<file path="src/sv/eiq_pkg.sv">
// ---------------------------------------------------------------------------
// eiq_pkg
// Shared constants and types for the elliptic integral quadrature block.
// ---------------------------------------------------------------------------
package eiq_pkg;

    localparam int MAX_INTERVALS = 64;

    localparam logic [31:0] Q_ONE     = 32'h4000_0000;
    localparam logic [31:0] Q_PI      = 32'd3373259426;
    localparam logic [31:0] Q_HALF_PI = 32'd1686629713;
    localparam logic [19:0] OUT_MAX   = 20'hFFFFF;

    localparam logic [0:0] REG_RULE  = 1'b0;
    localparam logic [0:0] REG_COUNT = 1'b1;

    // Horner divisors for the sine series
    function automatic logic [7:0] horner_div(input logic [2:0] j);
        case (j)
            3'd0:    horner_div = 8'd156;
            3'd1:    horner_div = 8'd110;
            3'd2:    horner_div = 8'd72;
            3'd3:    horner_div = 8'd42;
            3'd4:    horner_div = 8'd20;
            default: horner_div = 8'd6;
        endcase
    endfunction

    // Request to the serial divider
    typedef struct packed {
        logic        start;
        logic [63:0] num;
        logic [33:0] den;
    } t_div_req;

    typedef struct packed {
        logic        done;
        logic [63:0] quo;
    } t_div_rsp;

endpackage

</file>
<file path="src/sv/eiq_div.sv">
// ---------------------------------------------------------------------------
// eiq_div
// Bit-serial restoring divider, one quotient bit per cycle.
// ---------------------------------------------------------------------------
module eiq_div (
    input  logic              i_clk,
    input  logic              i_rst_n,
    input  eiq_pkg::t_div_req i_req,
    output eiq_pkg::t_div_rsp o_rsp
);
    import eiq_pkg::*;

    logic [63:0] r_quo;
    logic [34:0] r_rem;
    logic [33:0] r_den;
    logic [6:0]  r_cnt;
    logic        r_busy;
    logic        r_done;

    logic [34:0] w_trial;
    logic [34:0] w_diff;

    assign w_trial = {r_rem[33:0], r_quo[63]};
    assign w_diff  = w_trial - {1'b0, r_den};

    always_ff @(posedge i_clk) begin
        if (!i_rst_n) begin
            r_busy <= 1'b0;
            r_done <= 1'b0;
            r_cnt  <= '0;
        end else begin
            r_done <= 1'b0;
            if (i_req.start) begin
                r_busy <= 1'b1;
                r_cnt  <= 7'd64;
                r_quo  <= i_req.num;
                r_rem  <= '0;
                r_den  <= i_req.den;
            end else if (r_busy) begin
                // one quotient bit a cycle
                if (!w_diff[34]) begin
                    r_rem <= w_diff;
                    r_quo <= {r_quo[62:0], 1'b1};
                end else begin
                    r_rem <= w_trial;
                    r_quo <= {r_quo[62:0], 1'b0};
                end
                r_cnt <= r_cnt - 7'd1;
                if (r_cnt == 7'd1) begin
                    r_busy <= 1'b0;
                    r_done <= 1'b1;
                end
            end
        end
    end

    assign o_rsp.done = r_done;
    assign o_rsp.quo  = r_quo;

endmodule

</file>
<file path="src/sv/eiq_sqrt.sv">
// ---------------------------------------------------------------------------
// eiq_sqrt
// Digit-serial floor square root of a 62-bit value, two radicand bits a cycle.
// ---------------------------------------------------------------------------
module eiq_sqrt (
    input  logic        i_clk,
    input  logic        i_rst_n,
    input  logic        i_start,
    input  logic [61:0] i_val,
    output logic        o_done,
    output logic [30:0] o_root
);
    import eiq_pkg::*;

    logic [61:0] r_val;
    logic [32:0] r_rem;
    logic [30:0] r_root;
    logic [4:0]  r_cnt;
    logic        r_busy;
    logic        r_done;

    logic [32:0] w_trial;
    logic [32:0] w_sub;
    logic [32:0] w_diff;

    assign w_trial = {r_rem[30:0], r_val[61:60]};
    assign w_sub   = {r_root, 2'b01};
    assign w_diff  = w_trial - w_sub;

    always_ff @(posedge i_clk) begin
        if (!i_rst_n) begin
            r_busy <= 1'b0;
            r_done <= 1'b0;
            r_cnt  <= '0;
        end else begin
            r_done <= 1'b0;
            if (i_start) begin
                r_busy <= 1'b1;
                r_cnt  <= 5'd31;
                r_val  <= i_val;
                r_rem  <= '0;
                r_root <= '0;
            end else if (r_busy) begin
                // one root bit a cycle
                r_val <= {r_val[59:0], 2'b00};
                if (w_trial >= w_sub) begin
                    r_rem  <= w_diff;
                    r_root <= {r_root[29:0], 1'b1};
                end else begin
                    r_rem  <= w_trial;
                    r_root <= {r_root[29:0], 1'b0};
                end
                r_cnt <= r_cnt - 5'd1;
                if (r_cnt == 5'd1) begin
                    r_busy <= 1'b0;
                    r_done <= 1'b1;
                end
            end
        end
    end

    assign o_done = r_done;
    assign o_root = r_root;

endmodule

</file>
<file path="src/sv/elliptic_integral_quadrature.sv">
// ---------------------------------------------------------------------------
// elliptic_integral_quadrature
// Pendulum period ratio by trapezoid or Simpson quadrature of K(k).
// ---------------------------------------------------------------------------
// channel | dir | tdata fields (low bit up)        | tuser
// s_axis  | in  | amplitude[17:0]                  | -
// m_axis  | out | period_ratio[19:0]               | saturated
// apb     | in  | 0x0 rule_select, 0x4 interval_count
//
// Nearly all of an item's time goes to the shared serial divider: six
// divisions for each sine (the amplitude and every node), one for each
// node angle, one for each reciprocal and one for the final scaling. The
// square root unit runs once per node.
// Reset is synchronous; registers return to Simpson with four intervals.
// A finished result waits in the output register; a new item is taken only
// once the previous result has left.
// ---------------------------------------------------------------------------
module elliptic_integral_quadrature (
    input  logic        i_clk,
    input  logic        i_rst_n,
    input  logic        s_axis_tvalid,
    output logic        s_axis_tready,
    input  logic [23:0] s_axis_tdata,   // amplitude[17:0]
    output logic        m_axis_tvalid,
    input  logic        m_axis_tready,
    output logic [23:0] m_axis_tdata,   // period_ratio[19:0]
    output logic        m_axis_tuser,   // saturated
    input  logic        psel,
    input  logic        penable,
    input  logic        pwrite,
    input  logic [2:0]  paddr,
    input  logic [31:0] pwdata,
    output logic [31:0] prdata,
    output logic        pready
);
    import eiq_pkg::*;

    typedef enum logic [4:0] {
        S_IDLE, S_K_SIN, S_K_SQ, S_NODE, S_PHI_WAIT, S_SIN, S_SIN_X2,
        S_HMUL, S_HDIV, S_HWAIT, S_SMUL, S_S2, S_U, S_SQRT, S_SQRT_WAIT,
        S_RECIP, S_RECIP_WAIT, S_ACC, S_FIN, S_FIN_WAIT, S_OUT
    } t_state;

    t_state      r_state;
    logic        r_rule;
    logic [6:0]  r_count;
    logic        r_simp;
    logic [6:0]  r_n;
    logic [6:0]  r_i;
    logic [31:0] r_x;
    logic [31:0] r_x2;
    logic [31:0] r_t;
    logic [2:0]  r_j;
    logic        r_kphase;
    logic [31:0] r_k2;
    logic [31:0] r_s;
    logic [63:0] r_prod;
    logic [63:0] r_sum;
    logic        r_sat;
    logic [19:0] r_res;
    logic        r_ovalid;

    t_div_req w_req;
    t_div_rsp w_rsp;
    logic        w_sq_start;
    logic [61:0] w_sq_val;
    logic        w_sq_done;
    logic [30:0] w_sq_root;
    logic [31:0] w_mul_a;
    logic [31:0] w_mul_b;
    logic [31:0] w_sinx;
    logic [31:0] w_pr30;
    logic [31:0] w_d;
    logic [2:0]  w_wt;
    logic [15:0] w_den_sc;
    logic [63:0] w_fw;

    eiq_div u_div (.i_clk(i_clk), .i_rst_n(i_rst_n), .i_req(w_req), .o_rsp(w_rsp));
    eiq_sqrt u_sqrt (.i_clk(i_clk), .i_rst_n(i_rst_n), .i_start(w_sq_start),
                     .i_val(w_sq_val), .o_done(w_sq_done), .o_root(w_sq_root));

    // APB: always ready, reads return the register
    assign pready = 1'b1;
    always_comb begin
        case (paddr[2])
            REG_RULE:  prdata = {31'd0, r_rule};
            REG_COUNT: prdata = {25'd0, r_count};
            default:   prdata = '0;
        endcase
    end

    // shared 32x32 multiplier, product registered into r_prod
    always_comb begin
        case (r_state)
            S_SIN_X2: begin w_mul_a = r_x;  w_mul_b = r_x;  end
            S_HMUL:   begin w_mul_a = r_x2; w_mul_b = r_t;  end
            S_SMUL:   begin w_mul_a = r_x;  w_mul_b = r_t;  end
            S_K_SQ, S_S2: begin w_mul_a = r_s; w_mul_b = r_s; end
            S_U:      begin w_mul_a = r_k2; w_mul_b = r_s;  end
            default:  begin w_mul_a = r_x;  w_mul_b = r_t;  end
        endcase
    end

    assign w_pr30  = r_prod[61:30];
    assign w_sinx  = (r_x > Q_PI) ? Q_PI : r_x;
    assign w_d     = Q_ONE - w_pr30;
    assign w_den_sc = r_simp ? ({9'd0, r_n} * 16'd3) : {8'd0, r_n, 1'b0};

    always_comb begin
        if (r_i == 7'd0 || r_i == r_n) w_wt = 3'd1;
        else if (r_simp && r_i[0])     w_wt = 3'd4;
        else                           w_wt = 3'd2;
    end

    // weighted integrand: weights are 1, 2 or 4, so a shift
    always_comb begin
        case (w_wt)
            3'd4:    w_fw = {w_rsp.quo[61:0], 2'b00};
            3'd2:    w_fw = {w_rsp.quo[62:0], 1'b0};
            default: w_fw = w_rsp.quo;
        endcase
    end

    // divider requests
    always_comb begin
        w_req = '0;
        case (r_state)
            S_NODE: begin
                w_req.start = 1'b1;
                w_req.num   = {25'd0, r_i} * {32'd0, Q_HALF_PI};
                w_req.den   = {27'd0, r_n};
            end
            S_HDIV: begin
                w_req.start = 1'b1;
                w_req.num   = {32'd0, w_pr30};
                w_req.den   = {26'd0, horner_div(r_j)};
            end
            S_RECIP: begin
                w_req.start = 1'b1;
                w_req.num   = 64'h1000_0000_0000_0000;
                w_req.den   = {3'd0, w_sq_root};
            end
            S_FIN: begin
                w_req.start = 1'b1;
                w_req.num   = r_sum + {34'd0, w_den_sc, 14'd0} / 2;
                w_req.den   = {4'd0, w_den_sc, 14'd0};
            end
            default: w_req = '0;
        endcase
    end

    assign w_sq_start = (r_state == S_SQRT);
    assign w_sq_val   = {w_d[31:0], 30'd0};

    assign s_axis_tready = (r_state == S_IDLE) && !r_ovalid;
    assign m_axis_tvalid = r_ovalid;
    assign m_axis_tdata  = {4'd0, r_res};
    assign m_axis_tuser  = r_sat;

    always_ff @(posedge i_clk) begin
        if (!i_rst_n) begin
            r_state  <= S_IDLE;
            r_rule   <= 1'b1;
            r_count  <= 7'd4;
            r_ovalid <= 1'b0;
        end else begin
            if (psel && penable && pwrite) begin
                if (paddr == 3'd0) r_rule  <= pwdata[0];
                if (paddr == 3'd4) r_count <= pwdata[6:0];
            end
            if (m_axis_tvalid && m_axis_tready) r_ovalid <= 1'b0;
            case (r_state)
                S_IDLE: if (s_axis_tvalid && s_axis_tready) begin
                    r_x      <= {1'b0, s_axis_tdata[17:0], 13'd0};
                    r_kphase <= 1'b1;
                    r_sum    <= '0;
                    r_sat    <= 1'b0;
                    r_i      <= '0;
                    r_simp   <= r_rule;
                    if (r_count < 7'd2)
                        r_n <= 7'd2;
                    else if (r_count > 7'd64)
                        r_n <= r_rule ? 7'd64 : 7'd64;
                    else
                        r_n <= r_rule ? {r_count[6:1], 1'b0} : r_count;
                    r_state <= S_SIN;
                end
                S_NODE:     r_state <= S_PHI_WAIT;
                S_PHI_WAIT: if (w_rsp.done) begin
                    r_x <= w_rsp.quo[31:0];
                    r_state <= S_SIN;
                end
                // range reduction then x^2
                S_SIN: begin
                    r_x <= (w_sinx > Q_HALF_PI) ? Q_PI - w_sinx : w_sinx;
                    r_t <= Q_ONE;
                    r_j <= 3'd0;
                    r_state <= S_SIN_X2;
                end
                S_SIN_X2: begin
                    r_prod <= w_mul_a * w_mul_b;
                    r_state <= S_K_SIN;
                end
                S_K_SIN: begin
                    r_x2 <= w_pr30;
                    r_state <= S_HMUL;
                end
                S_HMUL: begin
                    r_prod <= w_mul_a * w_mul_b;
                    r_state <= S_HDIV;
                end
                S_HDIV: r_state <= S_HWAIT;
                S_HWAIT: if (w_rsp.done) begin
                    r_t <= Q_ONE - w_rsp.quo[31:0];
                    r_j <= r_j + 3'd1;
                    r_state <= (r_j == 3'd5) ? S_SMUL : S_HMUL;
                end
                S_SMUL: begin
                    r_prod <= w_mul_a * w_mul_b;
                    r_state <= S_S2;
                end
                S_S2: begin
                    r_s <= (w_pr30 > Q_ONE) ? Q_ONE : w_pr30;
                    r_state <= S_K_SQ;
                end
                // square of the sine, then k2 or u
                S_K_SQ: begin
                    r_prod <= w_mul_a * w_mul_b;
                    r_state <= r_kphase ? S_ACC : S_OUT;
                end
                S_OUT: begin
                    r_s <= w_pr30;
                    r_state <= S_U;
                end
                S_U: begin
                    r_prod <= w_mul_a * w_mul_b;
                    r_state <= S_SQRT;
                end
                S_SQRT: begin
                    if (w_pr30 >= Q_ONE) begin
                        r_sat <= 1'b1;
                        r_res <= OUT_MAX;
                        r_ovalid <= 1'b1;
                        r_state <= S_IDLE;
                    end else r_state <= S_SQRT_WAIT;
                end
                S_SQRT_WAIT: if (w_sq_done) begin
                    if (w_sq_root == '0) begin
                        r_sat <= 1'b1;
                        r_res <= OUT_MAX;
                        r_ovalid <= 1'b1;
                        r_state <= S_IDLE;
                    end else r_state <= S_RECIP;
                end
                S_RECIP: r_state <= S_RECIP_WAIT;
                S_RECIP_WAIT: if (w_rsp.done) begin
                    r_sum <= r_sum + w_fw;
                    if (r_i == r_n) r_state <= S_FIN;
                    else begin
                        r_i <= r_i + 7'd1;
                        r_state <= S_NODE;
                    end
                end
                // k phase done: keep k2, start node 0
                S_ACC: begin
                    r_k2 <= w_pr30;
                    r_kphase <= 1'b0;
                    r_state <= S_NODE;
                end
                S_FIN: r_state <= S_FIN_WAIT;
                S_FIN_WAIT: if (w_rsp.done) begin
                    if (w_rsp.quo > {44'd0, OUT_MAX}) begin
                        r_res <= OUT_MAX;
                        r_sat <= 1'b1;
                    end else r_res <= w_rsp.quo[19:0];
                    r_ovalid <= 1'b1;
                    r_state <= S_IDLE;
                end
                default: r_state <= S_IDLE;
            endcase
        end
    end

endmodule

</file>
<file path="config.mk">
export PLATFORM = sky130hd
export DESIGN_NAME = elliptic_integral_quadrature
export DESIGN_NICKNAME = d
export VERILOG_FILES = /design/src/sv/eiq_pkg.sv /design/src/sv/eiq_div.sv /design/src/sv/eiq_sqrt.sv /design/src/sv/elliptic_integral_quadrature.sv
export SDC_FILE = /design/constraint.sdc
export NUM_CORES = 2
export LEC_CHECK = 0
export ABC_AREA = 0
export BUFFER_PORTS_ARGS = -buffer_cell sky130_fd_sc_hd__buf_2
export CELL_PAD_IN_SITES_DETAIL_PLACEMENT = 0
export CELL_PAD_IN_SITES_GLOBAL_PLACEMENT = 1
export CORE_UTILIZATION = 52
export DETAILED_ROUTE_END_ITERATION = 8
export PLACE_DENSITY_LB_ADDON = 0.1
export SLEW_MARGIN = 20
export SYNTH_ARGS = -nofsm -noshare
export SYNTH_HDL_FRONTEND = slang
export SYNTH_SLANG_ARGS = --single-unit
</file>
<file path="constraint.sdc">
create_clock -name i_clk -period 17.3 [get_ports i_clk]
set_input_delay 2.595 -clock i_clk [delete_from_list [all_inputs] [get_ports i_clk]]
set_output_delay 2.595 -clock i_clk [all_outputs]
set_load 0.01 [all_outputs]
</file>
# Yosys cells after proc, flatten, opt, wreduce, memory -nomap -nowiden
# Cells that the tools add are included.
# classes
add_sub_neg	11
multipliers	3
magnitude_cmp	8
eq_ne	41
mux	85
bitwise_logic	4
n_reduce_logical	48
# ops
operator	count
one-hot mux 99 bit (4 select lines)	1
two-way mux 64 bit	4
one-hot mux 32 bit (2 select lines)	4
one-hot mux 64 bit (2 select lines)	2
two-way mux 32 bit	6
one-hot mux 32 bit (3 select lines)	2
two-way mux 62 bit	2
one-hot mux 5 bit (21 select lines)	1
two-way mux 20 bit	5
two-way mux 31 bit	3
two-way mux 34 bit	2
adder 64 x 22 -> 64 bit	1
adder 64 bit	1
greater-than comparator 32 x 31 -> 1 bit (second input constant)	2
greater-than comparator 64 x 20 -> 1 bit (second input constant)	1
subtractor 31 x 32 -> 32 bit (first input constant)	2
multiplier 32 x 32 -> 62 bit	1
one-hot mux 20 bit (3 select lines)	1
two-way mux 5 bit	9
two-way mux 7 bit	6
equality test 5 x 4 -> 1 bit (second input constant)	8
one-hot mux 8 bit (5 select lines)	1
multiplier 7 x 31 -> 38 bit (second input constant)	1
subtractor 35 x 34 -> 35 bit	1
52 further kinds	133
# word_totals
register_bits	610
inputBits	66
wordCells	234

# Longest topological paths before layout
# logic_depth
depth_word	8
depth_mapped	39
mapped_depth_nobuf	34

# Cells and area by module
# A second synthesis with hierarchy kept.
# unflattened
hier_cells	7888
hier_area_um2	73309.1
# by_module_without_submodules
module	n_inst	cells_per_inst	area_each_um2	seq_area_each_um2
elliptic_integral_quadrature	1	6581	58244.6	9168.8
eiq_div	1	663	7831.3	4144.0
eiq_sqrt	1	644	7233.2	3863.7

# Least setup slack after synthesis
# OpenSTA, ideal clock, no wires.
# synth_timing
path_kind	in2reg
start	in s_axis_tvalid
end	reg r_i[0], enable pin
setup_time_ns	0.382
arrival_time_ns	13.918
t_required_ns	16.918
path_slack_ns	3.000
stages	4
n_path_buf	0
path_cell_list	nor2b_1 o21ai_0 a2111oi_0 a21boi_0
# synth_between
elab_chain_cells	3
# synth_lines
element	line_no	rtl
start, declared	elliptic_integral_quadrature.sv:21	input logic s_axis_tvalid,
logical AND 1 bit	elliptic_integral_quadrature.sv:173	S_IDLE: if (s_axis_tvalid && s_axis_tready) begin
!= test 2 x 1 -> 1 bit (no line)	n/a	
AND reduction 5 bit (no line)	n/a	
end signal, assigned	elliptic_integral_quadrature.sv:260	r_i <= r_i + 7'd1;
end, declared	elliptic_integral_quadrature.sv:49	logic [6:0] r_i;
# No other way between the ends.
# A chain may end at the register's enable or synchronous reset.

# Final worst setup path
# layout_timing
start	reg r_state[1]
end	reg r_prod[59] (data pin)
# layout_between
elab_chain_cells	4
word_cells_on_any_way	10
# layout_lines
element	line_no	rtl
start, declared	elliptic_integral_quadrature.sv:44	t_state r_state;
start signal, assigned	elliptic_integral_quadrature.sv:216	r_state <= (r_j == 3'd5) ? S_SMUL : S_HMUL;
start signal, assigned	elliptic_integral_quadrature.sv:229	r_state <= r_kphase ? S_ACC : S_OUT;
equality test 5 x 4 -> 1 bit (tied with other cells)	elliptic_integral_quadrature.sv:94, elliptic_integral_quadrature.sv:172	
OR reduction 3 bit (no line) or OR reduction 2 bit (tied branches)	n/a	
one-hot mux 32 bit (2 select lines) or one-hot mux 32 bit (3 select lines) (tied branches)	elliptic_integral_quadrature.sv:94	case (r_state)
multiplier 32 x 32 -> 62 bit *	n/a	
end signal, assigned	elliptic_integral_quadrature.sv:201	r_prod <= w_mul_a * w_mul_b;
end signal, assigned	elliptic_integral_quadrature.sv:209	r_prod <= w_mul_a * w_mul_b;
end signal, assigned	elliptic_integral_quadrature.sv:219	r_prod <= w_mul_a * w_mul_b;
end, declared	elliptic_integral_quadrature.sv:57	logic [63:0] r_prod;
# Every way passes the cells marked *; elsewhere a longest branch is shown, timed or not.

==> metrics <==
status finished, final reports clean; worst slack, placed between 4000 and 5000 ps; Die H about 370 um; critical path depth 29; DR vias 56100; GR peak layer met2; GR Overflow Total 0; Global Route met2 Usage 0.569; DR pass1 iterations 6; Final Setup Violations 0; endpoints failing hold 0; Post-synth top flop edfxtp_1; Wirelength per Cell around 25 um; Clock transition at path regs 70 ps; Die ar. 0.136 sq mm; via count of the first global-routing pass approximately 57000; worst setup path end r_prod[59]; Setup Fix Bufs, Post-CTS 0; most common cell after layout, fill and taps aside inv_1; CTS Buf Count slightly below 60; nets@finish 9010; WS Path Type register to register; CP top delay family compound AO/OA/AOI/OAI gates; Worst EP required about 18000 ps; fmax 0.0750 GHz; crit path from r_state[1]; Synth cell types between 80 and 90; GRT met3 Usage 0.0563; setup ws final 3960 ps; # rows ~130; CP Data Arrival Time between 10000 and 15000 ps; hpwl dp between 150000 and 200000 um; Top-Level Pins 126; warnings from Yosys 0; met1 Use GR 0.466; RSZ-0062 raised after global routing no; Final min period approximately 13000 ps; DRT iter0 DRCs ~5200; CP peak stage delay approximately 1100 ps; Slew headroom 0.180; slowest CP cell a221o_1; Avg Cell Area, Syn 9.12 sq um; routed wire length roughly 240000 um; Die Wd between 300 and 400 um; WP buf/inv 3; CTS tree built; Fin Setup TNS 0 ps; commonest cells after routing, fill and taps aside inv_1 (1158), nor2_1 (994), fa_1 (937); sequential element share of the synthesized area 0.232; Synth Cell Area roughly 0.070 sq mm; RR Endpoint r_prod[59]; Max Slew Vio Count 0; Crit. End Element register; Port Buffers 64; first-pass GRT wire length approximately 360000 um; placed cells 9222; Root Driver clkbuf_16; critical-path maximum fanout 43; r2r startpoint r_state[1]; Worst R2R Setup Slack about 4000 ps; area delta synth->final 6.82%; via/cell ratio around 6; pin count of the biggest net entering global routing 94; Post-DRT Antenna Nets 0; Async S/R FF share, synth 0; clk_skew 39.5 ps; # resized after CTS 0; number of enable flip-flop cells after synthesis between 500 and 600; Non-Filler Instances approximately 9300; Hold WC Path Type register to register; Worst Tran Pin Value around 1200 ps; hold buffer count at CTS 0; Clock Latency Late Sink ~670 ps; Syn Inst Count 7649; layout cells sized above 1 0.0635; antenna violations before repair 3; Final Cycle Share 0.771; Initial Utilization 0.523; DRC errors left 0; Max Cap Viol 0; Num Clock Sinks 549; H-tree lvl count 2; core area between 0.1 and 0.15 sq mm; Startpoint Class register; footprint of the multi-input gates 0.0484 sq mm; storage element area roughly 0.016 sq mm; Clock Tree Buf Depth 3; FF+latch count, synth between 500 and 600; Crit path top cell by count fa_1; total of fill cells in the finished design ~12000; worst r2r path cells 29; GRT Total Usage 0.353; RePlAce Congestion around 0.95
[state kept, by name, indices dropped and copies added (netlist names), 7 cells and up]
register,count
r_s,32
r_n,7
u_sqrt.r_val,32
r_sum,64
r_x,32
r_res,20
u_sqrt.o_root,31
r_x2,32
r_prod,32
u_sqrt.r_rem,31
r_t,32
u_div.r_cnt,7
r_count,7
r_i,7
u_div.r_rem,34
u_div.r_quo,64
r_k2,32
u_div.r_den,31
[synthesized netlist by cell type (9+ instances only)]
library cell / instances / area share
a21o_1: 124 / 0.013
a31oi_1: 26 / 0.0023
a21boi_0: 10 / 0.0011
and2_1: 91 / 0.0082
o22ai_1: 11 / 0.00099
inv_1: 1158 / 0.062
ha_1: 490 / 0.088
or4_1: 18 / 0.0019
or2_2: 37 / 0.0033
a2111oi_0: 9 / 0.0011
buf_1: 21 / 0.0011
nor2b_1: 49 / 0.0044
o21a_1: 25 / 0.0027
and3_1: 37 / 0.0033
xor2_1: 115 / 0.014
a21oi_1: 303 / 0.022
a221oi_1: 70 / 0.0088
a221o_1: 71 / 0.010
nor3b_1: 24 / 0.0026
nor3_1: 81 / 0.0058
nand4_1: 36 / 0.0032
or3_1: 33 / 0.0030
fa_1: 937 / 0.27
clkbuf_1: 384 / 0.021
o31a_1: 9 / 0.0011
a211o_1: 12 / 0.0015
buf_4: 30 / 0.0032
o21bai_1: 27 / 0.0029
nor2_1: 1006 / 0.054
edfxtp_1: 519 / 0.22
o31ai_1: 23 / 0.0025
o21ai_0: 339 / 0.024
a211oi_1: 27 / 0.0029
nor4_1: 69 / 0.0062
a22o_1: 46 / 0.0058
dfxtp_1: 30 / 0.0086
a222oi_1: 21 / 0.0030
mux2i_1: 91 / 0.013
a31o_2: 13 / 0.0016
nand2_1: 741 / 0.040
o211ai_1: 24 / 0.0026
xnor2_1: 186 / 0.023
nand2b_1: 34 / 0.0030
nand3_1: 121 / 0.0087
[worst reg2reg max path: cells and delay by family (launching register included)]
family          cells  cell delay (ps)
compound gates      9             4780
simple gates        7             2230
buf+inv             3             1030
flops               1              640
xor+xnor            1               80
fa+ha+maj           9             4300
[metal layers]
layer | up-vias | share of wire
li1 | 24900 | -
met1 | 28300 | 0.40
met2 | 2404 | 0.46
met3 | 552 | 0.082
met4 | 4 | 0.056
met5 | - | 0.00012
[through the flow]
step	util	hold slack, ps	cell area [sq um]
floorplan	-	449	69900
CTS	0.559	504	74500
global placement	0.545	479	72600
finish	0.559	501	74500
global route	0.559	524	74500
detailed placement	0.545	495	72600
[area by class of cell]
cell class / instances / area share
clock inverter: 33 / 0.00418
inverter: 1158 / 0.0583
tap: 1768 / 0.0297
clock buffer: 72 / 0.0210
multi-input combinational: 5526 / 0.649
sequential: 549 / 0.217
timing repair buffer: 223 / 0.0206
antenna: 1 / 0.0000336
[logic make-up after synthesis]
family                   share of synthesized area
multiplexers                                0.0140
flip-flops                                   0.232
AO/OA/AOI/OAI                                0.121
XOR/XNOR                                    0.0378
buffers and inverters                       0.0880
other                                     0.000108
adder cells (fa/ha/maj)                      0.357
AND/OR/NAND/NOR                              0.151
[worst min-delay path by stage]
stage	from	endpoint	slack [ps]	cells past startpoint
global placement	u_div.r_cnt[1]	u_div.r_cnt[1]	480	2
global route	u_div.r_cnt[0]	u_div.r_cnt[0]	520	2
floorplan	r_rule	r_simp	450	0
finish	u_div.r_cnt[0]	u_div.r_cnt[0]	500	2
detailed placement	u_div.r_cnt[1]	u_div.r_cnt[1]	490	2
CTS	u_div.r_cnt[0]	u_div.r_cnt[0]	500	2
Power is left out: the tool's default activity adds up to more than one toggle a clock period on the data nets, which glitch-free logic cannot reach.
